$ cat src/rtl/iso_pkg.sv
package iso_pkg;

   localparam int MAX_ITEMS  = 64;
   localparam int DATA_WIDTH = 32;
   localparam int CNT_W      = $clog2(MAX_ITEMS + 1);

   typedef logic [DATA_WIDTH-1:0] data_type;
   typedef logic [CNT_W-1:0]      count_type;

   typedef enum logic {
      ST_COLLECT,
      ST_EMIT
   } state_type;

   // Broadcast from the controller to every cell.
   typedef struct packed {
      logic     insert;
      logic     shift_out;
      data_type value;
   } cell_ctrl_type;

   // Handed from each cell to its right neighbor.
   typedef struct packed {
      data_type value;
      logic     gt;
      logic     occ;
   } link_type;

endpackage

$ cat src/rtl/iso_ctrl.sv
module iso_ctrl (
   input  logic                   clock,
   input  logic                   reset,
   input  logic                   req_tvalid,
   output logic                   req_tready,
   input  iso_pkg::data_type      req_value,
   input  logic                   req_last,
   output logic                   rsp_tvalid,
   input  logic                   rsp_tready,
   output logic                   rsp_last,
   output logic                   rsp_overflow,
   output iso_pkg::count_type     count,
   output iso_pkg::cell_ctrl_type cell_ctrl
);
   import iso_pkg::*;

   state_type state_ff, state_in;
   count_type count_ff, count_in;
   logic      dropped_ff, dropped_in;
   logic      req_beat, rsp_beat, full, final_res;

   assign full      = (count_ff == CNT_W'(MAX_ITEMS));
   assign final_res = (count_ff == CNT_W'(1));
   assign req_beat  = req_tvalid && req_tready;
   assign rsp_beat  = rsp_tvalid && rsp_tready;

   always_comb begin
      state_in = state_ff;
      unique case (state_ff)
         ST_COLLECT: if (req_beat && req_last) state_in = ST_EMIT;
         ST_EMIT:    if (rsp_beat && final_res) state_in = ST_COLLECT;
         default:    state_in = ST_COLLECT;
      endcase
   end

   always_comb begin
      req_tready = 1'b0;
      rsp_tvalid = 1'b0;
      cell_ctrl  = '{insert: 1'b0, shift_out: 1'b0, value: req_value};
      count_in   = count_ff;
      dropped_in = dropped_ff;
      unique case (state_ff)
         ST_COLLECT: begin
            req_tready = 1'b1;
            if (req_beat) begin
               if (full) begin
                  dropped_in = 1'b1;
               end else begin
                  cell_ctrl.insert = 1'b1;
                  count_in         = count_ff + CNT_W'(1);
               end
            end
         end
         ST_EMIT: begin
            rsp_tvalid = 1'b1;
            if (rsp_beat) begin
               cell_ctrl.shift_out = 1'b1;
               count_in            = count_ff - CNT_W'(1);
               if (final_res) dropped_in = 1'b0;
            end
         end
         default: ;
      endcase
   end

   always_ff @(posedge clock) begin
      if (reset) begin
         state_ff   <= ST_COLLECT;
         count_ff   <= '0;
         dropped_ff <= 1'b0;
      end else begin
         state_ff   <= state_in;
         count_ff   <= count_in;
         dropped_ff <= dropped_in;
      end
   end

   assign rsp_last     = final_res;
   assign rsp_overflow = dropped_ff;
   assign count        = count_ff;

endmodule

$ cat config.mk
export PLATFORM = sky130hd
export DESIGN_NAME = iso_ctrl
export DESIGN_NICKNAME = d
export VERILOG_FILES = /design/src/rtl/iso_pkg.sv /design/src/rtl/iso_ctrl.sv
export SDC_FILE = /design/constraint.sdc
export NUM_CORES = 1
export LEC_CHECK = 0
export BUFFER_PORTS_ARGS = -buffer_cell sky130_fd_sc_hd__buf_4
export CORE_UTILIZATION = 39
export DETAILED_ROUTE_END_ITERATION = 7
export PLACE_DENSITY = 0.85
export SYNTH_ARGS = -nofsm -noshare
export SYNTH_HDL_FRONTEND = slang
export SYNTH_SLANG_ARGS = --single-unit
$ cat constraint.sdc
create_clock -name clock -period 2.9 [get_ports clock]
set_input_delay 0.29 -clock clock [delete_from_list [all_inputs] [get_ports clock]]
set_output_delay 0.29 -clock clock [all_outputs]
set_load 0.05 [all_outputs]
==> After elaboration in Yosys (flattened, before gate mapping) <==
Index checks and enable logic that the tools add are counted.
{ "totals": {"register_bits": 9, "in_bits": 37, "output_inout_bits": 45, "word_cells": 38} }
{ "op_classes": {"add_sub_neg": 2, "n_eq_ne": 7, "mux": 19, "bitwise": 1, "reduce_logical": 6} }
{ "op_table": {"columns": ["operator", "n"], "rows": [
  ["$mux W7", 3],
  ["$pmux W7 S2", 1],
  ["$mux W1", 13],
  ["$add A7 B1 Y7 const B", 1],
  ["$eq A7 B1 Y1 const B", 1],
  ["$eq A7 B7 Y1 const B", 1],
  ["$sub A7 B1 Y7 const B", 1],
  ["$ne A2 B2 Y1 const B", 3],
  ["$logic_and A1 B1 Y1", 4],
  ["$ne A2 B1 Y1 const B", 2],
  ["$pmux W1 S2", 2],
  ["$reduce_and A4 Y1", 1],
  ["$reduce_and A3 Y1", 1],
  ["$not A1 Y1", 1]
]} }

==> Longest topological paths before layout <==
{ "depth": {"ltp_word": 5, "mapped_depth": 6, "depth_no_buf": 6} }

==> Worst setup path before layout <==
OpenSTA, ideal clock, no wires.
{ "synth_timing": {"path_kind": "register to output", "from": "register count_ff[2] (netlist: count[2])", "to": "output rsp_last", "arrival_ns": 2.316, "required_ns": 2.610, "path_slack_ns": 0.294, "stages_incl_launch_ff": 4, "n_path_buf": 1, "path_cell_list": "dfxtp_1 > buf_6 > or4_4 > nor3_1"} }
{ "synth_between": {"elab_chain_len": 1} }
{ "synth_lines": {"columns": ["element", "line", "rtl"], "rows": [
  ["from (decl)", "iso_ctrl.sv:18", "count_type count_ff, count_in;"],
  ["from (signal assigned)", "iso_ctrl.sv:73", "count_ff <= count_in;"],
  ["$eq A7 B1 Y1", "iso_ctrl.sv:23", "assign final_res = (count_ff == CNT_W'(1));"],
  ["to (decl)", "iso_ctrl.sv:10", "output logic rsp_last,"]
]} }
Every way passes these cells.

==> Worst setup path after layout <==
Ends and elaborated chain as after synthesis.

==> results by group <==
Routing
  – Per-cell routed wire length: about 12 um
  – DR DRC count: 0
  – Vias per cell: 5.08
  – Routed Antenna Nets: 0
  – Drt initial violations: 8
  – DRT Pass-1 Iters: 4
  – Routed via count: 594
  – Drt total wl: ~1400 um

Timing
  – Final hold vios: 0
  – RSZ-0062 raised after global routing: false
  – Final setup viols: 0
  – Max transition margin: 70.5%
  – Transition time of the tightest slew-check pin: about 0.44 ns
  – Post-route minimum period: slightly above 2 ns
  – Fin Setup TNS: 0 ns
  – Final period utilization: 70.5%
  – Fin worst setup slack: approximately 0.86 ns
  – Slew Limit Fails: 0
  – Skew final: between 0.003 and 0.004 ns
  – FMAX: 489 MHz

Setup path
  – WP data arrival: between 1.5 and 2 ns
  – Slowest-stage cell, CP: or4_4
  – Worst setup EP type: output pin
  – Reg2reg path depth: 4
  – Critical Path Source: count[2]
  – RR Startpoint: count[2]
  – CP max FO: 9
  – FF-to-FF setup slack: between 0.9 and 1 ns
  – Crit path launch type: flop
  – Kind of critical path: flop to output pin
  – WP data required: 2.61 ns
  – Reg-to-Reg End: count[4]
  – Crit-path max cell delay: 0.61 ns
  – CP Cell Sequence: or4_4 > nor3_1 > buf_4

Cells and area
  – FF/Latch Area: approximately 180 sq um
  – Ant diodes: 0
  – Final core utilization: 39.0%
  – Fin area: 788 sq um
  – Most frequent cells in the layout: buf_4 (17), dfxtp_1 (9), nor2_1 (7)
  – Nets: 132
  – Share of layout cells above drive strength 1: between 30 and 40%
  – Area of the multi-input gates: about 400 sq um
  – Area grow syn2layout: -8.56%
  – Final std cells w/o fill: 117
  – Most common cell after layout, fill and taps aside: buf_4
  – Fillcell total: roughly 210

Synth
  – Yosys reg bits: 9
  – Async SR Flop Fraction: 0%
  – Most used DFF post-synth: dfxtp_1
  – Synthesized cell area: 862 sq um
  – Post-synth EDFFs: 0
  – Post-Syn Nets: 145
  – Yosys Warn Count: 0
  – Sequential fraction of the synthesis area: a little over a fifth
  – Post-Syn Instances: 104
  – Avg Cell Area, Syn: slightly above 8 sq um
  – Synth cell types: 33

Global routing
  – Total gr overflow: 0
  – GRT Util Overall: 12.9%
  – Antenna violations before repair: 0
  – Met1 Usage GRT: ~14%
  – Largest net degree at the start of global routing: 13
  – Vias in the first global route: 561
  – Busiest grt layer: met2
  – Met2 global-route usage: 20.1%
  – First-pass GRT wire length: 2420 um
  – Met3 Track Usage GR: 6.54%

Power and ir drop
  – Sw frac: 41.4%
  – NetSw: 176 uW
  – Combinational share of power: between 40% and 50%
  – VDD IR max: roughly 260 uV
  – Clock power frac: 23.3%
  – Power Density: 541 mW/mm^2
  – Sequential Power Share: 35.9%
  – Pint: 250 uW
  – Leak pwr: about 0.00033 uW

Worst hold path
  – Worst Hold End: count[3]
  – Min-delay src: reset
  – Min-delay worst type: primary input to flop
  – Hold-critical path depth: 2

Clocking
  – Worst-path clk slew: 0.06 ns
  – Cts repair resizes: 0
  – Hold buffer count at cts: 0
  – Clock Latency Late Sink: about 0.26 ns
  – CTS root buf: clkbuf_4
  – H-tree depth: 1
  – CTS Buf Count: 3
  – Total clock sinks: 9
  – Clk buf depth: 2
  – CTS tree: yes
  – Post-CTS setup buffer count: 0

Place
  – GP Congestion: 0.810
  – DP Area: 762 sq um
  – Placement Setup Slack: approximately 0.98 ns
  – Port bufs: 17
  – Placed cells: 113
  – Final HPWL DP: 1100 um

Floorplan
  – Die area: between 0.002 and 0.0025 sq mm
  – # IOs: 82
  – Total core area: 0.00202 sq mm
  – Initial Utilization: 42.6%
  – Die Wd: 49.0 um
  – FP Rows: 16
  – Die Ht: 49.0 um

Job
  – Max-Cap Viols: 0

Run status
  – Status: finished, final reports clean
==> logic make-up after synthesis <==
family                   Yosys count  synth area share (%)
AO/OA/AOI/OAI                     14                  12.9
flip-flops                         9                  20.9
adder cells (fa/ha/maj)            4                  5.81
XOR/XNOR                           1                  1.02
multiplexers                       5                  6.68
buffers and inverters             41                  32.9
AND/OR/NAND/NOR                   30                  19.7
==> power by group through the flow <==
stage	logic, uW	clock network, uW	registers (uW)
4_1_cts	175	103	153
2_1_floorplan	220	0	186
3_3_place_gp	171	0	154
3_5_place_dp	174	0	156
5_1_grt	187	109	156
6_report	174	99.2	153
==> registers in the layout (all words and copies together) (netlist names) <==
register,flops
state_ff,1
count,7
rsp_overflow,1
==> worst max-delay path, delay by kind of cell (launching register included) <==
family	cells	cell delay (ns)
buffers and inverters	1	0.25
AND/OR/NAND/NOR	2	0.85
flip-flops	1	0.39
==> layer usage <==
layer | share of wire (%) | vias to the layer above
li1 | - | 289
met1 | 42 | 265
met2 | 43 | 28
met3 | 11 | 12
met4 | 4.2 | 0
met5 | 0 | -
==> final cells by class <==
class                      count  share of cell area (%)
timing repair buffer          17                    16.2
tap                           27                    4.29
multi-input combinational     54                    50.5
sequential                     9                    22.9
clock buffer                   4                    3.33
inverter                       6                    2.86
==> per-stage QoR <==
stage / hold WS (ns) / total power, uW
after global routing: 0.280 / 453
after detailed placement: 0.558 / 330
after global placement: 0.543 / 325
final: 0.287 / 426
after CTS: 0.280 / 431
after floorplan: 0.479 / 406
==> synthesized netlist by cell type (2+ instances only) <==
cell type  count  area, sq um
ha_1           4         50.1
nor3_1         3         15.0
buf_2          2         10.0
or3_2          2         15.0
inv_1          6         22.5
nor2_1         7         26.3
nand3_1        3         15.0
mux2i_1        2         20.0
buf_4         32          240
nand2_1        2         7.51
o21ai_0        3         15.0
a21oi_1        4         20.0
nor2b_1        6         37.5
dfxtp_1        9          180
==> worst max-delay path by stage <==
stage | end | slack [ns] | depth (start not counted)
final | rsp_last | 0.86 | 3
after global routing | rsp_last | 0.83 | 3
after CTS | rsp_last | 0.87 | 3
after detailed placement | count[4] | 0.98 | 4
after global placement | count[5] | 1.04 | 4
after floorplan | rsp_last | 0.29 | 3
Power figures use the tool's default switching activity.
