<file path="config.mk">
export PLATFORM = sky130hd
export DESIGN_NAME = iso_cell
export DESIGN_NICKNAME = d
export VERILOG_FILES = /design/src/rtl/iso_pkg.sv /design/src/rtl/iso_cell.sv
export SDC_FILE = /design/constraint.sdc
export NUM_CORES = 1
export LEC_CHECK = 0
export BUFFER_PORTS_ARGS = -buffer_cell sky130_fd_sc_hd__buf_2
export CORE_AREA = 2 2 77 79
export DETAILED_ROUTE_END_ITERATION = 8
export DIE_AREA = 0 0 79 81
export GPL_TIMING_DRIVEN = 0
export PLACE_DENSITY = 0.79
export SYNTH_ARGS = -nofsm -noshare
export SYNTH_HDL_FRONTEND = slang
export SYNTH_SLANG_ARGS = --single-unit
</file>
<file path="constraint.sdc">
create_clock -name clock -period 7.3 [get_ports clock]
set_input_delay 0.73 -clock clock [delete_from_list [all_inputs] [get_ports clock]]
set_output_delay 0.73 -clock clock [all_outputs]
set_load 0.02 [all_outputs]
</file>
<file path="src/rtl/iso_pkg.sv">
package iso_pkg;

   localparam int MAX_ITEMS  = 64;
   localparam int DATA_WIDTH = 32;
   localparam int CNT_W      = $clog2(MAX_ITEMS + 1);

   typedef logic [DATA_WIDTH-1:0] data_type;
   typedef logic [CNT_W-1:0]      count_type;

   typedef enum logic {
      ST_COLLECT,
      ST_EMIT
   } state_type;

   // Broadcast from the controller to every cell.
   typedef struct packed {
      logic     insert;
      logic     shift_out;
      data_type value;
   } cell_ctrl_type;

   // Handed from each cell to its right neighbor.
   typedef struct packed {
      data_type value;
      logic     gt;
      logic     occ;
   } link_type;

endpackage

</file>
<file path="src/rtl/iso_cell.sv">
module iso_cell (
   input  logic                  clock,
   input  iso_pkg::cell_ctrl_type cell_ctrl,
   input  logic                  occ,
   input  iso_pkg::link_type     left,
   input  iso_pkg::data_type     right_value,
   output iso_pkg::link_type     right
);
   import iso_pkg::*;

   data_type value_ff;
   data_type value_in;
   logic     gt;

   assign gt = occ && ($signed(value_ff) > $signed(cell_ctrl.value));

   always_comb begin
      value_in = value_ff;
      if (cell_ctrl.insert) begin
         // shift right where the left neighbor moves up, take the new value at the slot
         if (left.gt) begin
            value_in = left.value;
         end else if (gt || (!occ && left.occ)) begin
            value_in = cell_ctrl.value;
         end
      end else if (cell_ctrl.shift_out) begin
         value_in = right_value;
      end
   end

   always_ff @(posedge clock) begin
      value_ff <= value_in;
   end

   assign right = '{value: value_ff, gt: gt, occ: occ};

endmodule

</file>
**Word level (Yosys, flattened, before mapping)**

Cells that the tools add are included.

- Register bits: 32
- Latch bits: 0
- RAM bits: 0
- Bits in read-only memories: 0
- Output and inout bits: 34
- Word-level logic and storage cells: 13
- Memories kept: 0

- $add $sub $neg: 0
- Multipliers: 0
- Div/mod/pow operators: 0
- Magnitude comparators: 1
- Equal/unequal tests: 1
- Shift operators: 0
- Mux-type cells: 4
- Bitwise logic cells: 0
- Reduce and logical (&&, ||, !) cells: 6

Operators with widths:

| kind | number |
|---|---|
| 2-to-1 mux 32 bit | 4 |
| greater-than comparator 32 bit | 1 |
| inequality test 3 x 1 -> 1 bit, second input constant | 1 |
| logical AND 1 bit | 2 |
| AND reduction 2 bit | 1 |
| nonzero test 2 bit | 1 |
| zero test 1 bit | 1 |
| logical OR 1 bit | 1 |

**Longest topological paths before layout**

Gate-level depths: netlist of run 1.

- Depth in word-level cells: 6
- Gate-level depth with buffers: 9

**Worst setup path after synthesis of run 1**

OpenSTA, ideal clock, no wires.

- Kind: input-to-reg
- From: input cell_ctrl[14] in the netlist's numbering
- To: register value_ff[0] (enable)
- Setup time: 0.441 ns
- Data arrival time: 4.045 ns
- Required time: 6.859 ns
- Path slack: 2.814 ns
- Stages: 8
- Path buffers: 0
- Cell sequence: inv_1 ha_1 nand4_1 nor2_1 a221o_1 o31a_1 or3_1 a31oi_1

- Word-level cells in the longest chain between the ends: 5

RTL lines:

| what | RTL line | RTL |
|---|---|---|
| start, declared | iso_cell.sv:3 | `input iso_pkg::cell_ctrl_type cell_ctrl,` |
| greater-than comparator 32 bit | iso_cell.sv:15 | `assign gt = occ && ($signed(value_ff) > $signed(cell_ctrl.value));` |
| logical AND 1 bit | iso_cell.sv:15 |  |
| logical OR 1 bit | iso_cell.sv:23 | `end else if (gt \|\| (!occ && left.occ)) begin` |
| inequality test 3 x 1 -> 1 bit (no source line) | n/a |  |
| AND reduction 2 bit (no source line) | n/a |  |
| end signal, assigned | iso_cell.sv:32 | `value_ff <= value_in;` |
| end, declared | iso_cell.sv:11 | `data_type value_ff;` |

No other way between the ends.
A chain may end at the register's enable or synchronous reset.

**Final worst setup path of run 1**

- From: input cell_ctrl[14] in the netlist's numbering
- To: output right[1] in the netlist's numbering

- Word-level cells in the longest chain between the ends: 2

RTL lines:

| what | RTL line | RTL |
|---|---|---|
| greater-than comparator 32 bit | iso_cell.sv:15 |  |
| logical AND 1 bit | iso_cell.sv:15 |  |
| end, declared | iso_cell.sv:7 | `output iso_pkg::link_type right` |

No other way between the ends.

==> results of run 1 <==
metrics by stage:
stage                     setup WS (ns)  utilization (%)  instance area (sq um)  instances  total power [W]
after floorplan                   2.814                -                   2464        264        0.0003501
after global placement            1.683            56.79                   3223        472        0.0004158
after detailed placement          3.691            57.54                   3266        473        0.0004259
after CTS                         3.707            58.95                   3346        481        0.0005563
after global routing              3.547            58.95                   3346        481        0.0005858
final                             3.706            58.95                   3346        481        0.0005517
report_power, final:
| part | leakage, nW | total, W | switching, W | internal [W] |
|---|---|---|---|---|
| registers | 0.314 | 0.000238 | 0.00000997 | 0.000228 |
| clock network | 0.0399 | 0.000130 | 0.0000636 | 0.0000663 |
| logic | 1.37 | 0.000184 | 0.000105 | 0.0000787 |
layer usage:
layer | GRT usage (%) | routed length (um)
met1 | 25.05 | 2774
met2 | 39.07 | 3492
met3 | 3.000 | 369
met4 | 5.345 | 51
met5 | 0 | 11
cell usage in the layout, fill, tap and decap left out, types with 2 or more instances in the layout:
| cell type | count |
|---|---|
| buf_2 | 133 |
| o21ai_0 | 3 |
| mux2i_1 | 32 |
| nor2_1 | 37 |
| clkbuf_8 | 5 |
| inv_1 | 35 |
| edfxtp_1 | 32 |
| nand2_1 | 8 |
| a211oi_1 | 3 |
| clkbuf_1 | 10 |
| buf_4 | 2 |
| o211ai_1 | 3 |
| a21oi_1 | 44 |
| nand4_1 | 8 |
| nand3_1 | 3 |
| buf_1 | 3 |
| ha_1 | 32 |
cell type report:
type	count	area [sq um]	area share, %
Timing Repair Buffer	134	693.2	20.72
Buffer	13	56.30	1.683
Clock inverter	1	3.754	0.1122
Sequential cell	32	960.9	28.72
Tap cell	75	93.84	2.805
Multi-Input combinational cell	184	1330	39.75
Clock buffer	7	76.32	2.281
Inverter	35	131.4	3.927
worst max path at each step:
stage | from | endpoint | slack (ns)
after CTS | cell_ctrl[14] | right[1] | 3.71
final | cell_ctrl[14] | right[1] | 3.71
after global placement | cell_ctrl[14] | value_ff[14] | 1.68
after global routing | cell_ctrl[5] | right[1] | 3.55
after floorplan | cell_ctrl[14] | value_ff[0] | 2.81
after detailed placement | cell_ctrl[14] | value_ff[14] | 3.69
logic make-up (layout without fill, tap and decap cells):
| group | count (synthesis) | after routing | share of synthesized area (%) |
|---|---|---|---|
| and+or+nand+nor | 60 | 60 | 10.46 |
| buffers and inverters | 48 | 190 | 7.618 |
| adders and majority gates | 32 | 32 | 16.25 |
| AOI/OAI and AO/OA | 60 | 60 | 13.66 |
| muxes | 32 | 32 | 13.00 |
| DFF | 32 | 32 | 39.00 |
tightest hold or removal path, cell delays in order:
cell	delay, ns
buf_2	0.08
nor2_1	0.03
a21oi_1	0.10
==> impl_metrics.ini, run 1 <==
[run_status]
status = finished clean

[yosys]
ys_top_cells_by_count = a21oi_1, nor2_1, inv_1
yosysMostFrequentCell = a21oi_1
synth_top_area_cell = edfxtp_1
yosysWarnings = 0
synth_cell_types = 25
synth_ff_type = edfxtp_1
async_flop_share_pct = 0
syn_area_sq_um = 2464
synth_edf_count = 32
ys_seq_area_share_pct = 39.00
synthCells = 264
synth.top_cell.area_share_pct = 39.00
syn_area_per_cell_sq_um = 9.332
synth-seq-cells = 32
synth_area_leaders = edfxtp_1, ha_1, mux2i_1
synth_nets = 398

[route]
wl_per_cell_um = 13.93
drt_iter0_drc = 99
drtPass1Iterations = 4
vias_per_cell = 5.052
routed-via-count = 2430
drcViolationCount = 0
ant_nets = 0
finalWirelength_mm = 6.700

[setup_path]
cp.arrival_ns = 2.86
worstSetupPathType = in -> out
critPathLaunchType = primary input
r2r-end = value_ff[8]
r2r_slack_ns = 4.18
path_buf_inv = 4
r2r_cells = 8
crit_path_end_kind = output port
cp.required_ns = 6.57
path_cells = buf_2, inv_1, ha_1, nand4_1, nor2_1, a221o_1, o31a_1, or3_1, nand2_1, buf_4, buf_2
cp_slowest_cell = or3_1
path_max_fanout = 3
max_stage_delay_ns = 0.40
cp.depth = 11
crit_family = simple AND/OR/NAND/NOR gates
cp_common_cell = buf_2
rr_startpoint = value_ff[14]

[cts]
clock_sinks = 32
postCtsHoldBufs = 0
cts_tree = done
clockBufferDepth = 2
cts_made_buffers = 5
cts_resized = 0
cts-root-buf = clkbuf_8
postCtsSetupBuffers = 0
h-tree-depth = 2
path_clk_slew_ns = 0.07
clk_latency_ns = 0.28

[hold_path]
min_from = right_value[30]
hold_class = in -> reg
whs_path_depth = 3
whs_endpoint = value_ff[30]

[timing]
holdWs_ns = 0.7735
fin_skew_ns = 0.008183
finalMaxSlewViolations = 0
max-slew-margin-rel_pct = 47.44
tns_ns = 0
period_share_pct = 49.23
finalSetupViolations = 0
hold_viol = 0
period_minus_slack_ns = 3.594
max_freq_mhz = 278.2
tightest_slew_ns = 0.7884
rsz0062_at_grt = no

[global_route]
grt_first_pass_wirelength_mm = 10.60
antenna_found_initial = 1
grt_pass1_vias = 2429
grt.total_usage_pct = 20.83
overflow = 0
grt_max_degree = 20

[layout]
area_growth_pct = 35.81
fillerInstances = 537
largest_register = value_ff
final_nets = 539
top_regs = value_ff x32
drive_gt1_share_pct = 35.22
antenna_cells = 0
largest_reg_flops = 32

[floorplanning]
initial_utilization_pct = 43.41
row_count = 28
fp.dieW_um = 79
die_area_sq_um = 6399
core_sq_um = 5675
pin_count = 136
die_h_um = 81

[power]
powerDensity_nw_per_um2 = 164.9
vdd_drop_max_mv = 0.09236
p_leak_nw = 1.722

[placement]
hpwl_mm = 5.477
port_buffers = 133
place_congestion = 0.8281

[flow_run]
maxCapViolations = 0
Note: power is estimated with default switching activity, not from simulation.
==> inputs of run 2 (changes only) <==
--- a/config.mk
+++ b/config.mk
@@ -6,11 +6,11 @@
 export NUM_CORES = 1
 export LEC_CHECK = 0
 export BUFFER_PORTS_ARGS = -buffer_cell sky130_fd_sc_hd__buf_2
-export CORE_AREA = 2 2 77 79
+export CORE_AREA = 2 2 81 83
 export DETAILED_ROUTE_END_ITERATION = 8
-export DIE_AREA = 0 0 79 81
+export DIE_AREA = 0 0 83 85
 export GPL_TIMING_DRIVEN = 0
-export PLACE_DENSITY = 0.79
+export PLACE_DENSITY = 0.75
 export SYNTH_ARGS = -nofsm -noshare
 export SYNTH_HDL_FRONTEND = slang
 export SYNTH_SLANG_ARGS = --single-unit
==> constraint.sdc (replaced) <==
create_clock -name clock -period 3 [get_ports clock]
set_input_delay 0.3 -clock clock [delete_from_list [all_inputs] [get_ports clock]]
set_output_delay 0.3 -clock clock [all_outputs]
set_load 0.02 [all_outputs]
==> impl_metrics.ini, run 2 (synthesized netlist as in run 1, its figures left out) <==
[timing]
period_minus_slack_ns = 2.941
rsz0062_at_grt = yes
max-slew-margin-rel_pct = 49.56
finalSetupViolations = 0
period_share_pct = 98.03
max_freq_mhz = 340.0
tightest_slew_ns = 0.7567
hold_viol = 0
layout_setup_ws_ns = 0.05923
finalMaxSlewViolations = 0
fin_skew_ns = 0.003280
holdWs_ns = 0.3383

[setup_path]
rr_startpoint = value_ff[31]
r2r_cells = 8
startpoint = value_ff[5]
cp.arrival_ns = 2.64
cp.required_ns = 2.70
r2r-end = value_ff[10]
critPathLaunchType = flop
path_max_fanout = 3
worstSetupPathType = reg -> out
crit_path_end_kind = output port
r2r_slack_ns = 0.31

[layout]
largest_reg_flops = 32
layout_common_cells = buf_2, a21oi_1, nor2_1, inv_1
antenna_cells = 0
top_regs = value_ff x32
final_area_sq_um = 3427
area_growth_pct = 39.11
largest_register = value_ff
final_common_cell = buf_2
final_nets = 543
fillerInstances = 599
drive_gt1_share_pct = 36.59
seq_area_sq_um = 960.9
multi_input_area_sq_um = 1381

[route]
ant_nets = 0
wl_per_cell_um = 13.67
routed-via-count = 2427
drcViolationCount = 0
drtPass1Iterations = 4
vias_per_cell = 4.984
finalWirelength_mm = 6.658
drt_iter0_drc = 73

[hold_path]
min_from = right_value[2]
whs_endpoint = value_ff[2]
hold_class = in -> reg
whs_path_depth = 3

[global_route]
grt_max_degree = 17
grt_pass1_vias = 2485
grt_first_pass_wirelength_mm = 11.15
antenna_found_initial = 0
grt.total_usage_pct = 19.62
overflow = 0

[cts]
clockBufferDepth = 2
clock_sinks = 32
cts_made_buffers = 5
h-tree-depth = 2
cts-root-buf = clkbuf_8
path_clk_slew_ns = 0.07
cts_tree = done
clk_latency_ns = 0.28

[power]
powerDensity_nw_per_um2 = 396.7
p_leak_nw = 1.742
vdd_drop_max_mv = 0.2403

[floorplanning]
row_count = 29
fp.dieW_um = 83
core_sq_um = 6205
initial_utilization_pct = 39.71
die_h_um = 85
die_area_sq_um = 7055
pin_count = 136

[run_status]
status = finished clean

[placement]
place_congestion = 0.7687
post_dp_cell_area_sq_um = 3271
dp_slack_ns = -0.3655
port_buffers = 133
hpwl_mm = 5.400

[flow_run]
maxCapViolations = 0
[run 2: cell types whose count changed in the layout (fill, tap and decap cells not counted)]
cell	change
a31oi_4	+1
buf_12	+2
buf_16	-1
buf_4	+2
ha_1	-2
ha_4	+2
or3_1	-1
or3_4	+1
[run 2: worst max-delay path, cell delays in order (launching register included)]
cell	delay, ns
edfxtp_1	0.40
ha_1	0.31
a21oi_1	0.15
o21ai_0	0.15
a221o_1	0.32
o31a_1	0.32
or3_4	0.38
nand2_1	0.10
buf_4	0.10
buf_2	0.15
[run 2: power by group]
| group | internal (W) | switching, W |
|---|---|---|
| combinational | 0.000204 | 0.000260 |
| clock | 0.000161 | 0.000154 |
| sequential | 0.000554 | 0.0000265 |
| total | 0.000919 | 0.000440 |
[run 2: worst max-delay path by stage]
stage                         to  slack (ns)  cells after the start
floorplan            value_ff[0]       0.009                      7
global placement    value_ff[18]       -0.34                      9
detailed placement  value_ff[14]       -0.37                      9
CTS                     right[1]       -0.08                      9
global route            right[1]       -0.02                      9
finish                  right[1]        0.06                      9
[run 2: final cells by class]
class	instances	area share, %
Multi-Input combinational cell	185	40.31
Sequential cell	32	28.04
Timing Repair Buffer	137	21.03
Inverter	35	3.834
Tap cell	77	2.811
Clock buffer	7	2.227
Buffer	13	1.643
Clock inverter	1	0.1095
[run 2: what timing repair did]
| action | CTS | global route |
|---|---|---|
| endpoints found under the hold margin | 0 | 0 |
| hold buffers | 0 | 0 |
| pin swaps | 1 | 4 |
| setup endpoints to repair | 32 | 33 |
| resized for setup | 1 | 0 |
| gates cloned | 1 | 0 |
| setup buffers | 0 | 4 |
[run 2: metal layers]
metal / vias to the layer above / track usage (%) / routed length, um
met4: 0 / 6.855 / 71
met1: 1096 / 23.07 / 2803
li1: 1239 / - / -
met5: - / 0 / 0
met2: 86 / 36.07 / 3432
met3: 6 / 3.405 / 350
[run 2: metrics by stage]
step,utilization [%],instances,TNS (ns),total power (W)
after floorplan,-,264,0,0.0008597
after global placement,52.71,474,-10.82,0.001022
after detailed placement,52.71,474,-11.63,0.001037
after CTS,54.35,483,-0.08288,0.001361
after global routing,55.23,487,-0.02319,0.001458
final,55.23,487,0,0.001359
==> inputs of run 3 (changes only) <==
--- a/config.mk
+++ b/config.mk
@@ -5,12 +5,13 @@
 export SDC_FILE = /design/constraint.sdc
 export NUM_CORES = 1
 export LEC_CHECK = 0
+export ABC_AREA = 1
 export BUFFER_PORTS_ARGS = -buffer_cell sky130_fd_sc_hd__buf_2
-export CORE_AREA = 2 2 81 83
+export CORE_AREA = 2 2 89 91
 export DETAILED_ROUTE_END_ITERATION = 8
-export DIE_AREA = 0 0 83 85
+export DIE_AREA = 0 0 91 93
 export GPL_TIMING_DRIVEN = 0
-export PLACE_DENSITY = 0.75
+export PLACE_DENSITY = 0.65
 export SYNTH_ARGS = -nofsm -noshare
 export SYNTH_HDL_FRONTEND = slang
 export SYNTH_SLANG_ARGS = --single-unit
==> impl_metrics.ini, run 3 <==
[run_status]
status = finished clean

[yosys]
ys_seq_area_share_pct = 37.98
yosysMostFrequentCell = nand2_1
synth_compound_area_share_pct = 12.22
synth_cell_types = 23
synth_edf_count = 32
synthCells = 333
synth_top_family_by_area = simple AND/OR/NAND/NOR gates
synth_top_area_cell = edfxtp_1
syn_area_per_cell_sq_um = 7.597
async_flop_share_pct = 0
synth.top_cell.area_share_pct = 37.98
synth_nets = 467
yosysWarnings = 0
synth-seq-cells = 32
synth_ff_type = edfxtp_1
ys_top_cells_by_count = nand2_1, inv_1, nor2_1
synth_fa_ha_area_share_pct = 15.83
synth_area_leaders = edfxtp_1, ha_1, nand2_1
synth_xor_area_share_pct = 0
synth.area.mux_share_pct = 0
synth-simple-area-share_pct = 24.58
syn_area_sq_um = 2530

[power]
powerDensity_nw_per_um2 = 417.6
p_leak_nw = 1.832
vdd_drop_max_mv = 0.1690
total_power_w = 0.001447

[placement]
place_congestion = 0.8138
post_dp_cell_area_sq_um = 3358
hpwl_mm = 5.951
port_buffers = 133

[layout]
top_regs = value_ff x32
drive_gt1_share_pct = 32.63
seq_area_sq_um = 960.9
antenna_cells = 0
multi_input_area_sq_um = 1339
final_area_sq_um = 3465
fillerInstances = 802
final_common_cell = buf_2
largest_reg_flops = 32
largest_register = value_ff
final_nets = 608
layout_common_cells = buf_2, nand2_1, inv_1, nor2_1
area_growth_pct = 36.94

[setup_path]
cp_slowest_cell = a21oi_4
max_stage_delay_ns = 0.49
path_cells = ha_1, nand2_1, nor2_1, nand2_1, clkinv_1, nand2_1, nand2_1, nand2_1, nand2_1, nand2_1, nand2_1, nand2_2, a21oi_4, buf_16
rr_startpoint = value_ff[15]
path_buf_inv = 2
crit_path_end_kind = flop
cp.required_ns = 2.99
worstSetupPathType = reg -> reg
critPathLaunchType = flop
cp_common_cell = nand2_1
crit_family = simple AND/OR/NAND/NOR gates
path_max_fanout = 18
cp.arrival_ns = 2.58
startpoint = value_ff[15]

[global_route]
gr-max-usage-layer = met2
antenna_found_initial = 0
grt_max_degree = 19
overflow = 0
grt_first_pass_wirelength_mm = 12.05
use_met2_pct = 31.48
grt_pass1_vias = 2680
grt.total_usage_pct = 17.68
met3_usage_pct = 2.659
use_met1_pct = 22.13

[timing]
period_minus_slack_ns = 2.585
max-slew-margin-rel_pct = 60.68
finalMaxSlewViolations = 0
finalSetupViolations = 0
rsz0062_at_grt = no
max_freq_mhz = 386.9
period_share_pct = 86.16
tightest_slew_ns = 0.5885
hold_viol = 0
fin_skew_ns = 0.004604

[floorplanning]
die_area_sq_um = 8463
initial_utilization_pct = 33.61
fp.dieW_um = 91
pin_count = 136
core_sq_um = 7527
row_count = 32
die_h_um = 93

[route]
ant_nets = 0
drt_iter0_drc = 78
drcViolationCount = 0
wl_per_cell_um = 12.54
vias_per_cell = 4.603
routed-via-count = 2656
drtPass1Iterations = 4
finalWirelength_mm = 7.238

[cts]
cts-root-buf = clkbuf_8
path_clk_slew_ns = 0.07
postCtsHoldBufs = 0
clockBufferDepth = 2
h-tree-depth = 2
cts_made_buffers = 5
postCtsSetupBuffers = 0
clock_sinks = 32
cts_resized = 0
clk_latency_ns = 0.28
cts_tree = done

[hold_path]
hold_class = in -> reg
min_from = right_value[16]

[flow_run]
maxCapViolations = 0
[run 3: cell count changes in the layout (fill, tap and decap cells not counted), moves of 5 or more]
cell and delta:
a31oi_1 +31, inv_1 +7, mux2i_1 -32, nand4_1 -7
nand2_1 +97, nor2_1 +5, a21oi_1 -31
[run 3: routing by layer]
| metal | vias to the layer above | share of wire [%] | routed length (um) |
|---|---|---|---|
| li1 | 1378 | - | - |
| met5 | - | 0 | 0 |
| met3 | 6 | 5.0 | 360 |
| met1 | 1184 | 45 | 3221 |
| met4 | 0 | 0.75 | 54 |
| met2 | 88 | 50 | 3601 |
[run 3: final cells by class]
cell class	instances	share of cell area, %
Buffer	16	1.986
Sequential cell	32	27.74
Tap cell	102	3.684
Clock inverter	3	1.083
Timing Repair Buffer	134	20.01
Multi-Input combinational cell	240	38.64
Inverter	45	4.875
Clock buffer	5	1.986
[run 3: final timing paths]
kind | endpoint | cells past startpoint | slack (ns)
setup / recovery | value_ff[12] | 14 | 0.42
hold / removal | value_ff[16] | 3 | 0.36
hold reg to reg | value_ff[30] | 6 | 1.16
setup reg to reg | value_ff[12] | 14 | 0.42
[run 3: logic make-up (layout without fill, tap and decap cells)]
| family | Yosys count | after routing |
|---|---|---|
| AND/OR/NAND/NOR | 157 | 157 |
| buffers and inverters | 61 | 203 |
| AO/OA/AOI/OAI | 51 | 51 |
| adder cells (fa/ha/maj) | 32 | 32 |
| flip-flops | 32 | 32 |
[run 3: worst min-delay path, cell delays in order]
cell	delay (ns)
buf_2	0.08
nor2_1	0.03
a31oi_1	0.12
[run 3: per-stage QoR]
step                      setup TNS [ns]  hold slack (ns)  utilization [%]  worst slack (ns)  std cells
after floorplan                        0           0.5488                -            0.1347        333
after global placement            -14.10           0.6416            44.15           -0.4423        568
after detailed placement               0           0.6459            44.61            0.3402        569
after CTS                              0           0.3509            46.03            0.3579        577
after global routing                   0           0.3617            46.03            0.1452        577
final                                  0           0.3567            46.03            0.4151        577
[run 3: report_power, final]
part	leakage [nW]	internal (W)	switching, W	total [W]
sequential	0.317	0.000554	0.0000253	0.000579
combinational	1.46	0.000188	0.000272	0.000460
clock	0.0532	0.000242	0.000166	0.000408
total	1.83	0.000984	0.000463	0.00145
